**config.mk**
```make
export PLATFORM = sky130hd
export DESIGN_NAME = ordered_list_engine
export DESIGN_NICKNAME = d
export VERILOG_FILES = /design/src/hw/rtl/olist_pkg.sv /design/src/hw/rtl/olist_ram.sv /design/src/hw/rtl/olist_ctrl.sv /design/src/hw/rtl/ordered_list_engine.sv
export VERILOG_INCLUDE_DIRS = /design/src /design/src/hw/rtl
export SDC_FILE = /design/constraint.sdc
export NUM_CORES = 2
export LEC_CHECK = 0
export BUFFER_PORTS_ARGS = -buffer_cell sky130_fd_sc_hd__clkbuf_2
export CAP_MARGIN = 5
export CORE_MARGIN = 3
export CORE_UTILIZATION = 45
export CTS_CLUSTER_SIZE = 40
export DETAILED_ROUTE_END_ITERATION = 10
export PLACE_DENSITY = 0.64
export SLEW_MARGIN = 20
export SYNTH_ARGS = -nofsm -noshare
export SYNTH_HDL_FRONTEND = slang
export SYNTH_SLANG_ARGS = --single-unit
```
**constraint.sdc**
```tcl
create_clock -name clk -period 4.2 [get_ports clk]
set_clock_uncertainty 0.2 [all_clocks]
set_input_delay 0.63 -clock clk [delete_from_list [all_inputs] [get_ports clk]]
set_output_delay 0.63 -clock clk [all_outputs]
set_load 0.01 [all_outputs]
```
**src/hw/rtl/ordered_list_engine_assert.svh**
```systemverilog
// Assertion macros for the ordered list engine.
`ifndef ORDERED_LIST_ENGINE_ASSERT_SVH
`define ORDERED_LIST_ENGINE_ASSERT_SVH

`ifndef NO_ASSERTIONS
`define OLE_ASSERT_ALWAYS(label, cond) \
  label: assert property (@(posedge clk) disable iff (rst) (cond)) \
    else $error("ordered_list_engine: assertion failed");
`define OLE_ASSERT_NEXT(label, ante, cons) \
  label: assert property (@(posedge clk) disable iff (rst) (ante) |=> (cons)) \
    else $error("ordered_list_engine: assertion failed");
`else
`define OLE_ASSERT_ALWAYS(label, cond)
`define OLE_ASSERT_NEXT(label, ante, cons)
`endif

`endif

```
**src/hw/rtl/olist_pkg.sv**
```systemverilog
// Shared types and codes of the ordered list engine.
`timescale 1ns / 1ps

package olist_pkg;

  localparam int POS_W = 6;

  typedef logic [POS_W-1:0] pos_t;

  typedef enum logic [2:0] {
    KIND_INS_HEAD   = 3'd0,
    KIND_INS_TAIL   = 3'd1,
    KIND_INS_BEFORE = 3'd2,
    KIND_DEL_HEAD   = 3'd3,
    KIND_DEL_TAIL   = 3'd4,
    KIND_DEL_VALUE  = 3'd5,
    KIND_SEARCH     = 3'd6
  } kind_t;

  typedef enum logic [1:0] {
    ST_OK        = 2'd0,
    ST_NOT_FOUND = 2'd1,
    ST_EMPTY     = 2'd2,
    ST_FULL      = 2'd3
  } status_t;

  typedef struct packed {
    status_t status;
    pos_t    position;
    pos_t    length;
    logic    last;
  } result_t;

endpackage

```
**src/hw/rtl/olist_ram.sv**
```systemverilog
// Generic single-write, single-read RAM with registered read data.
`timescale 1ns / 1ps

module olist_ram #(
  parameter int WIDTH = 32,
  parameter int DEPTH = 32,
  parameter int AW    = $clog2(DEPTH)
) (
  input  logic             clk,
  input  logic             we,
  input  logic [AW-1:0]    waddr,
  input  logic [WIDTH-1:0] wdata,
  input  logic [AW-1:0]    raddr,
  output logic [WIDTH-1:0] rdata
);

  logic [WIDTH-1:0] mem [DEPTH];

  always_ff @(posedge clk) begin
    if (we) begin
      mem[waddr] <= wdata;
    end
    rdata <= mem[raddr];
  end

endmodule

```
**src/hw/rtl/olist_ctrl.sv**
```systemverilog
// Sequencer that scans and shifts list entries through the RAM ports.
`timescale 1ns / 1ps

module olist_ctrl #(
  parameter int CAPACITY = 32,
  parameter int IW       = $clog2(CAPACITY)
) (
  input  logic                clk,
  input  logic                rst,
  input  logic                req_valid,
  output logic                req_ready,
  input  logic [2:0]          kind,
  input  logic signed [31:0]  value,
  input  logic signed [31:0]  anchor,
  output logic                emit_valid,
  input  logic                emit_ready,
  output olist_pkg::result_t  emit,
  output logic                we,
  output logic [IW-1:0]       waddr,
  output logic [31:0]         wdata,
  output logic [IW-1:0]       raddr,
  input  logic [31:0]         rdata
);

  localparam int CW = $clog2(CAPACITY + 1);

  typedef enum logic [2:0] {
    S_IDLE,
    S_SCAN,
    S_SHR_PRE,
    S_SHR,
    S_SHL_PRE,
    S_SHL,
    S_EMIT
  } state_t;

  state_t              state;
  olist_pkg::kind_t    op;
  olist_pkg::status_t  res_status;
  olist_pkg::pos_t     res_pos;
  logic [CW-1:0]       len;
  logic [CW-1:0]       idx;
  logic [CW-1:0]       tgt;
  logic [CW-1:0]       pend_pos;
  logic                pend_valid;
  logic [31:0]         key;
  logic [31:0]         val;

  logic [CW-1:0] idx_p1, idx_p2, idx_m2, len_m1, tgt_p1;
  logic          hit, at_end, is_search, scan_stall, full, empty;

  assign idx_p1    = idx + CW'(1);
  assign idx_p2    = idx + CW'(2);
  assign idx_m2    = idx - CW'(2);
  assign len_m1    = len - CW'(1);
  assign tgt_p1    = tgt + CW'(1);
  assign hit       = (rdata == key);
  assign at_end    = (idx == len_m1);
  assign is_search = (op == olist_pkg::KIND_SEARCH);
  assign scan_stall = is_search && hit && pend_valid && !emit_ready;
  assign full      = (len >= CW'(CAPACITY));
  assign empty     = (len == '0);
  assign req_ready = (state == S_IDLE);

  always_comb begin
    we    = 1'b0;
    waddr = idx[IW-1:0];
    wdata = rdata;
    raddr = '0;
    emit_valid      = 1'b0;
    emit.status     = res_status;
    emit.position   = res_pos;
    emit.length     = olist_pkg::pos_t'(len);
    emit.last       = 1'b1;
    unique case (state)
      S_IDLE: begin
        raddr = '0;
      end
      S_SCAN: begin
        raddr = scan_stall ? idx[IW-1:0] : idx_p1[IW-1:0];
        if (is_search && hit && pend_valid) begin
          emit_valid    = 1'b1;
          emit.status   = olist_pkg::ST_OK;
          emit.position = olist_pkg::pos_t'(pend_pos);
          emit.last     = 1'b0;
        end
      end
      S_SHR_PRE: begin
        raddr = len_m1[IW-1:0];
      end
      S_SHR: begin
        raddr = idx_m2[IW-1:0];
        we    = 1'b1;
        wdata = (idx == tgt) ? val : rdata;
      end
      S_SHL_PRE: begin
        raddr = tgt_p1[IW-1:0];
      end
      S_SHL: begin
        raddr = idx_p2[IW-1:0];
        we    = (idx_p1 != len);
      end
      S_EMIT: begin
        emit_valid = 1'b1;
      end
      default: begin
        raddr = '0;
      end
    endcase
  end

  always_ff @(posedge clk) begin
    if (rst) begin
      state      <= S_IDLE;
      len        <= '0;
      pend_valid <= 1'b0;
    end else begin
      unique case (state)
        S_IDLE: begin
          if (req_valid) begin
            op         <= olist_pkg::kind_t'(kind);
            val        <= value;
            key        <= (olist_pkg::kind_t'(kind) == olist_pkg::KIND_INS_BEFORE) ?
                          anchor : value;
            idx        <= '0;
            pend_valid <= 1'b0;
            res_pos    <= '0;
            unique case (olist_pkg::kind_t'(kind)) inside
              olist_pkg::KIND_INS_HEAD: begin
                if (full) begin
                  res_status <= olist_pkg::ST_FULL;
                  state      <= S_EMIT;
                end else begin
                  res_status <= olist_pkg::ST_OK;
                  tgt        <= '0;
                  state      <= S_SHR_PRE;
                end
              end
              olist_pkg::KIND_INS_TAIL: begin
                if (full) begin
                  res_status <= olist_pkg::ST_FULL;
                  state      <= S_EMIT;
                end else begin
                  res_status <= olist_pkg::ST_OK;
                  tgt        <= len;
                  state      <= S_SHR_PRE;
                end
              end
              olist_pkg::KIND_INS_BEFORE: begin
                if (full) begin
                  res_status <= olist_pkg::ST_FULL;
                  state      <= S_EMIT;
                end else if (empty) begin
                  res_status <= olist_pkg::ST_OK;
                  tgt        <= '0;
                  state      <= S_SHR_PRE;
                end else begin
                  res_status <= olist_pkg::ST_OK;
                  state      <= S_SCAN;
                end
              end
              olist_pkg::KIND_DEL_HEAD: begin
                if (empty) begin
                  res_status <= olist_pkg::ST_EMPTY;
                  state      <= S_EMIT;
                end else begin
                  res_status <= olist_pkg::ST_OK;
                  tgt        <= '0;
                  state      <= S_SHL_PRE;
                end
              end
              olist_pkg::KIND_DEL_TAIL: begin
                if (empty) begin
                  res_status <= olist_pkg::ST_EMPTY;
                  state      <= S_EMIT;
                end else begin
                  res_status <= olist_pkg::ST_OK;
                  tgt        <= len_m1;
                  state      <= S_SHL_PRE;
                end
              end
              olist_pkg::KIND_DEL_VALUE, olist_pkg::KIND_SEARCH: begin
                if (empty) begin
                  res_status <= (olist_pkg::kind_t'(kind) == olist_pkg::KIND_SEARCH) ?
                                olist_pkg::ST_NOT_FOUND : olist_pkg::ST_EMPTY;
                  state      <= S_EMIT;
                end else begin
                  res_status <= olist_pkg::ST_OK;
                  state      <= S_SCAN;
                end
              end
              default: begin
                res_status <= olist_pkg::ST_OK;
                state      <= S_EMIT;
              end
            endcase
          end
        end
        S_SCAN: begin
          if (is_search) begin
            if (!scan_stall) begin
              if (hit) begin
                pend_valid <= 1'b1;
                pend_pos   <= idx_p1;
              end
              if (at_end) begin
                res_status <= (hit || pend_valid) ? olist_pkg::ST_OK :
                              olist_pkg::ST_NOT_FOUND;
                res_pos    <= hit ? olist_pkg::pos_t'(idx_p1) :
                              (pend_valid ? olist_pkg::pos_t'(pend_pos) : '0);
                state      <= S_EMIT;
              end else begin
                idx <= idx_p1;
              end
            end
          end else if (hit) begin
            tgt   <= idx;
            state <= (op == olist_pkg::KIND_INS_BEFORE) ? S_SHR_PRE : S_SHL_PRE;
          end else if (at_end) begin
            res_status <= olist_pkg::ST_NOT_FOUND;
            state      <= S_EMIT;
          end else begin
            idx <= idx_p1;
          end
        end
        S_SHR_PRE: begin
          idx   <= len;
          state <= S_SHR;
        end
        S_SHR: begin
          if (idx == tgt) begin
            len   <= len + CW'(1);
            state <= S_EMIT;
          end else begin
            idx <= idx - CW'(1);
          end
        end
        S_SHL_PRE: begin
          idx   <= tgt;
          state <= S_SHL;
        end
        S_SHL: begin
          if (idx_p1 == len) begin
            len   <= len_m1;
            state <= S_EMIT;
          end else begin
            idx <= idx_p1;
          end
        end
        S_EMIT: begin
          if (emit_ready) begin
            state <= S_IDLE;
          end
        end
        default: begin
          state <= S_IDLE;
        end
      endcase
    end
  end

endmodule

```
**src/hw/rtl/ordered_list_engine.sv**
```systemverilog
// Top level of the ordered list engine: sequencer, entry RAM and result register.
//
//   channel   | handshake            | payload
//   ----------+----------------------+--------------------------------
//   request   | req_valid, req_ready | kind, value, anchor
//   result    | res_valid, res_ready | status, position, length, last
//
// Steps: a request without a scan or move goes straight to its result; an insert
// or delete shifts the later entries one at a time, and a match by value first
// scans entry by entry; a search scans the whole list. One RAM read port and
// one compare set this pace. Reset empties the list at once. A full result
// register stalls the sequencer, and requests are taken only when it is idle.
`timescale 1ns / 1ps

module ordered_list_engine #(
  parameter int CAPACITY = 32
) (
  input  logic               clk,
  input  logic               rst,
  input  logic               req_valid,
  output logic               req_ready,
  input  logic [2:0]         kind,
  input  logic signed [31:0] value,
  input  logic signed [31:0] anchor,
  output logic               res_valid,
  input  logic               res_ready,
  output logic [1:0]         status,
  output logic [5:0]         position,
  output logic [5:0]         length,
  output logic               last
);

  localparam int IW = $clog2(CAPACITY);

  olist_pkg::result_t emit;
  olist_pkg::result_t res;
  logic               emit_valid;
  logic               emit_ready;
  logic               we;
  logic [IW-1:0]      waddr;
  logic [IW-1:0]      raddr;
  logic [31:0]        wdata;
  logic [31:0]        rdata;

  olist_ctrl #(
    .CAPACITY (CAPACITY)
  ) u_ctrl (
    .clk        (clk),
    .rst        (rst),
    .req_valid  (req_valid),
    .req_ready  (req_ready),
    .kind       (kind),
    .value      (value),
    .anchor     (anchor),
    .emit_valid (emit_valid),
    .emit_ready (emit_ready),
    .emit       (emit),
    .we         (we),
    .waddr      (waddr),
    .wdata      (wdata),
    .raddr      (raddr),
    .rdata      (rdata)
  );

  olist_ram #(
    .WIDTH (32),
    .DEPTH (CAPACITY)
  ) u_ram (
    .clk   (clk),
    .we    (we),
    .waddr (waddr),
    .wdata (wdata),
    .raddr (raddr),
    .rdata (rdata)
  );

  assign emit_ready = !res_valid || res_ready;

  always_ff @(posedge clk) begin
    if (rst) begin
      res_valid <= 1'b0;
    end else begin
      if (emit_valid && emit_ready) begin
        res_valid <= 1'b1;
        res       <= emit;
      end else if (res_ready) begin
        res_valid <= 1'b0;
      end
    end
  end

  assign status   = res.status;
  assign position = res.position;
  assign length   = res.length;
  assign last     = res.last;

  `include "ordered_list_engine_assert.svh"

  `OLE_ASSERT_ALWAYS(a_idle_no_emit, !(req_ready && emit_valid))
  `OLE_ASSERT_NEXT(a_busy_after_accept, req_valid && req_ready, !req_ready)
  `OLE_ASSERT_ALWAYS(a_mid_ok, !(emit_valid && !emit.last) || (emit.status == olist_pkg::ST_OK))
  `OLE_ASSERT_ALWAYS(a_mid_pos, !(res_valid && !last) || (position != '0))

endmodule
```
After elaboration in Yosys (flattened, before gate mapping)
Memory sizes are Yosys's and may differ from the RTL's. A register that Yosys moved wholly into a read port is not among the register bits.
Cells that the tools add are included.
{ "word_totals": {"regBits": 119, "ram_bits": 1024, "inputBits": 71, "wordCells": 172, "mem_count": 1} }
{ "memory_table": {"columns": ["name", "words", "word_bits", "read_ports", "rd_ports_with_merged_regs", "write_ports", "line_no", "text"], "rows": [
  ["u_ram.mem", 32, 32, 1, 1, 1, "olist_ram.sv:17", "logic [WIDTH-1:0] mem [DEPTH];"]
]} }
{ "classes": {"add_sub_neg": 7, "n_lt_le_gt_ge": 1, "eq_ne": 39, "mux": 77, "bitwise_logic": 2, "reduce_logical": 29} }
{ "ops": {"columns": ["op", "n"], "rows": [
  ["6-bit two-way mux", 23],
  ["32-bit two-way mux", 3],
  ["3-bit two-way mux", 12],
  ["6-bit one-hot mux with 2 select lines", 3],
  ["6-bit one-hot mux with 6 select lines", 1],
  ["32-bit == test", 1],
  ["6-bit one-hot mux with 5 select lines", 1],
  ["5-bit one-hot mux with 5 select lines", 1],
  ["2-bit two-way mux", 12],
  ["3-bit == test, second input constant", 7],
  ["3-bit inequality test, second input constant", 7],
  ["3-bit one-hot mux with 7 select lines", 1],
  ["6-bit == test", 3],
  ["8-bit two-way mux", 2],
  ["3-bit by 2-bit == test with 1-bit output, second input constant", 5],
  ["5-bit AND reduction", 3],
  ["6-bit by 1-bit adder with 6-bit output, second input constant", 2],
  ["2-bit inequality test, second input constant", 6],
  ["3-bit one-hot mux with 4 select lines", 1],
  ["12-bit AND reduction", 1],
  ["6-bit AND reduction", 2],
  ["6-bit by 1-bit subtractor with 6-bit output, second input constant", 2],
  ["1-bit two-way mux", 11],
  ["2-bit by 1-bit inequality test with 1-bit output, second input constant", 5],
  ["other kinds (25)", 40]
]} }

Longest topological paths before layout
{ "depth": {"depth_word": 7, "depth_mapped": 17} }

Modules after synthesis
Synthesis repeated with hierarchy kept, for this count alone.
{ "unflattened": {"cells_unflattened": 2842, "hier_area_um2": 47269.1} }
{ "by_module_without_submodules": {"columns": ["module", "instances", "cells_per_inst", "area_per_inst_um2"], "rows": [
  ["olist_ram", 1, 2260, 40492.6],
  ["olist_ctrl", 1, 562, 6271.0],
  ["ordered_list_engine", 1, 20, 505.5]
]} }

Worst setup path after synthesis
OpenSTA, ideal clock, no wires.
{ "synth_path": {"kind": "register to register", "startpoint": "register u_ctrl.state[0]", "endpoint": "register u_ctrl.key[0], enable pin", "arrival_time_ns": 4.128, "t_required_ns": 3.508, "path_slack_ns": -0.621, "path_stages_with_launch": 6, "n_path_buf": 2, "synth_period_minus_slack_ns": 4.821, "cell_sequence": "dfxtp_1 -> clkbuf_1 -> clkbuf_1 -> nor3_1 -> nand2_1 -> nor2_1"} }
{ "synth_via": {"elab_chain_cells": 2} }
{ "synth_rtl": {"columns": ["item", "line_no", "text"], "rows": [
  ["start: declaration", "olist_ctrl.sv:37", "state_t state;"],
  ["start signal: assignment", "olist_ctrl.sv:218", "state <= (op == olist_pkg::KIND_INS_BEFORE) ? S_SHR_PRE : S_SHL_PRE;"],
  ["3-bit zero test", null, null],
  ["named net req_ready", "ordered_list_engine.sv:21", "output logic req_ready,"],
  ["3-bit AND reduction (no source line)", null, null],
  ["end signal: assignment", "olist_ctrl.sv:123", "key <= (olist_pkg::kind_t'(kind) == olist_pkg::KIND_INS_BEFORE) ?"],
  ["end: declaration", "olist_ctrl.sv:46", "logic [31:0] key;"]
]} }
The timed path passes the listed nets, and every way through them passes these cells.
A chain may end at the register's enable or synchronous reset.

Worst setup path after layout
{ "layout_path": {"startpoint": "register u_ctrl.state[1]", "endpoint": "register u_ram.rdata[25] (read register of u_ram.mem)"} }
{ "layout_via": {"elab_chain_cells": 2} }
{ "layout_rtl": {"columns": ["item", "line_no", "text"], "rows": [
  ["3-bit == test (tied with other cells)", "olist_ctrl.sv:75", "unique case (state)"],
  ["5-bit one-hot mux with 5 select lines *", "olist_ctrl.sv:75", null],
  ["end: declaration", "olist_ram.sv:14", "output logic [WIDTH-1:0] rdata"]
]} }
Mark *: on every way between the ends. The rest lies on a longest branch, timed or not.

==> out/qor.csv <==
metric,value,unit
num-fill-cells,8233,
slew_headroom,50.8,%
timing.rr.end,u_ram.rdata[25],
pwr-share-seq,33.1,%
grt_remaining_overflow,0,
synth_area_leader_cell,edfxtp_1,
rows,118,
report.final.slew_viol_count,0,
clock_latency,0.71,ns
root_buffer,clkbuf_16,
core,104000,um^2
post-route-period-util,96.7,%
multi_input_area,11900,um^2
drc,0,
postRouteWirelength,136000,um
diodes,0,
dr.pass1.iters,7,
fin_cells,5159,
switching_power,17700,uW
cts_inserted_buffers,113,
synth_nets,3441,
whs,0.0391,ns
crit_type,reg -> reg,
synthTopCellsByArea,"edfxtp_1, nand2_1, mux2i_1",
final_area,56500,um^2
synth_flop_cell,edfxtp_1,
port_buffers,87,
fp.dieW,331,um
synth_area,47500,um^2
ant_nets,0,
end_kind,flip-flop,
place_area,52300,um^2
maxCapViolCount,0,
yosys_register_bits,1175,
drive_gt1_share,19.2,%
fin_nets,3763,
ff_latch_area,34900,um^2
finalWeightedCongestion,0.954,
vias,30000,
crit_arrival,4.47,ns
die_height,331,um
min_to,u_ctrl.key[4],
grt_pass1_vias,28300,
power.internal,28900,uW
hpwlAfterDp,81800,um
cts.path.max_buffers,3,
final_common_cell,edfxtp_1,
dr_wl_met2,62700,um
dp_slack,-0.395,ns
synth_cell_types,73,
htree_levels,3,
wl_met3,13400,um
initial_core_util,45.6,%
drtIter0Drc,3651,
status,"finished, final reports clean",
r2r_setup_slack,0.14,ns
antenna_found_initial,2,
synth_edf_count,1132,
dp_cells,4911,
async_reset_ff_share,0,%
cts_tree,yes,
finalCriticalPeriod,4.06,ns
leakage,0.0194,uW
clkSinkCount,1175,
fmax,0.246,GHz
hp-start,anchor[4],
clkPwrFrac,22.1,%
most-common-layout-cells,"edfxtp_1, nand2_1, buf_4",
grt.total_usage,24.5,%
combPwrFrac,44.8,%
cp-start-kind,flip-flop,
ir_drop,0.000601,V
ios,88,
clk_pin_slew_worst_paths,0.06,ns
cp_max_fo,28,
p_per_area,826,nW/um^2
synth_top_area_share,71.6,%
syn_to_final_growth,19.0,%
holdPathStages,2,
setup_viol,0,
worstMarginPinSlew,0.735,ns
yosysWarnings,0,
cp.required,4.61,ns
synthCells,3359,
routed.top_layer,met4,
swShare,38.0,%
wl_met1,55200,um
fin_ws,0.139,ns
r2r_start,u_ctrl.state[1],
syn_area_per_cell,14.1,um^2
dieArea,109000,um^2
ys_seq_area_share,73.4,%
hold_path_class,in -> reg,
grt_setup_unrepaired,no,
viasPerCell,5.82,
grt_max_degree,68,
grt_first_pass_wirelength,194000,um
hold_viol_final,0,
reg2reg_depth,16,
postCtsSetupBuffers,0,
wl_per_cell,26.3,um
-- timing repair --
item                                   4_1_cts  5_1_grt
hold buffers                                35        0
gates resized for setup                      4        7
endpoints found under the hold margin       35        0
pin swaps                                    0        3
setup endpoints to repair                   32       14
-- power by group through the flow --
stage,Clock (uW),Combinational (uW),Sequential [uW]
floorplan,0,12200,15400
global placement,0,20200,15600
detailed placement,0,20600,15600
CTS,10400,20700,15400
global route,10900,22400,15400
finish,10300,20900,15400
-- per-stage QoR --
stage               power [uW]  util [%]  TNS (ns)
global route             48800      54.3         0
CTS                      46600      54.2         0
finish                   46600      54.3         0
detailed placement       36200      50.2     -5.69
floorplan                27600         -         0
global placement         35900      50.2     -5.93
-- kinds of logic after synthesis --
kind of cell / after synthesis / synth area share (%)
multiplexers: 218 / 5.65
buffers and inverters: 221 / 2.20
flip-flops: 1175 / 73.4
XOR/XNOR: 71 / 1.34
adder cells (fa/ha/maj): 11 / 0.306
AO/OA/AOI/OAI: 365 / 5.24
AND/OR/NAND/NOR: 1298 / 11.8
-- per-layer routing --
metal | vias to the layer above | GRT usage, %
li1 | 13200 | -
met1 | 15000 | 34.3
met2 | 1558 | 38.7
met3 | 243 | 4.76
met4 | 0 | 8.23
met5 | - | 0
-- cell type report --
| class | count | area share, % |
|---|---|---|
| clock buffer | 152 | 5.57 |
| tap | 1380 | 3.06 |
| timing repair buffer | 413 | 7.26 |
| inverter | 15 | 0.0997 |
| sequential | 1175 | 61.7 |
| multi-input combinational | 1963 | 21.1 |
| clock inverter | 61 | 1.19 |
-- synthesized netlist by cell type, drive strengths merged, types with 43 or more instances --
cell type  instances
dfxtp             43
xor2              47
clkbuf            93
a31oi             51
buf              113
mux2              78
a32oi             48
nand2            747
nand4             91
mux2i            108
a21oi             99
nor2             210
nand3            133
edfxtp          1132
-- registers in the layout, summed over array words and instances, names as in the netlist --
name	count
last	1
u_ctrl.val	32
u_ram.rdata	32
res_valid	1
u_ctrl.key	32
position	6
u_ctrl.pend_pos	6
u_ram.mem	1024
u_ctrl.state	3
u_ctrl.idx	6
u_ctrl.res_pos	6
status	2
u_ctrl.op	3
u_ctrl.pend_valid	1
u_ctrl.len	6
u_ctrl.tgt	6
u_ctrl.res_status	2
length	6
-- critical path: stages, from the launching register on --
cell and delay (ns):
dfxtp_1 0.31, nand2b_1 0.16, nor2_1 0.16, inv_2 0.15, fa_1 0.49, o21ai_0 0.10, a21oi_1 0.09, a211oi_1 0.49
and3_4 0.34, buf_12 0.18, buf_12 0.21, buf_4 0.16, nand2_1 0.05, nand4_1 0.09, o2111a_1 0.23, nand4_1 0.22
nor4_2 0.34
-- how the worst max path moves through the flow --
stage / slack [ns] / endpoint / cells past startpoint / startpoint
after floorplan: 0.21 / u_ram.mem[28][0] / 10 / u_ctrl.idx[0]
after global placement: -0.30 / u_ram.rdata[25] / 13 / u_ram.rdata[1]
after detailed placement: -0.39 / u_ram.rdata[25] / 13 / u_ram.rdata[1]
after CTS: 0.03 / u_ram.rdata[25] / 13 / u_ram.rdata[15]
after global routing: 0.01 / u_ram.rdata[25] / 15 / u_ctrl.key[13]
final: 0.14 / u_ram.rdata[25] / 16 / u_ctrl.state[1]
Note: power is estimated with default switching activity, not from simulation.
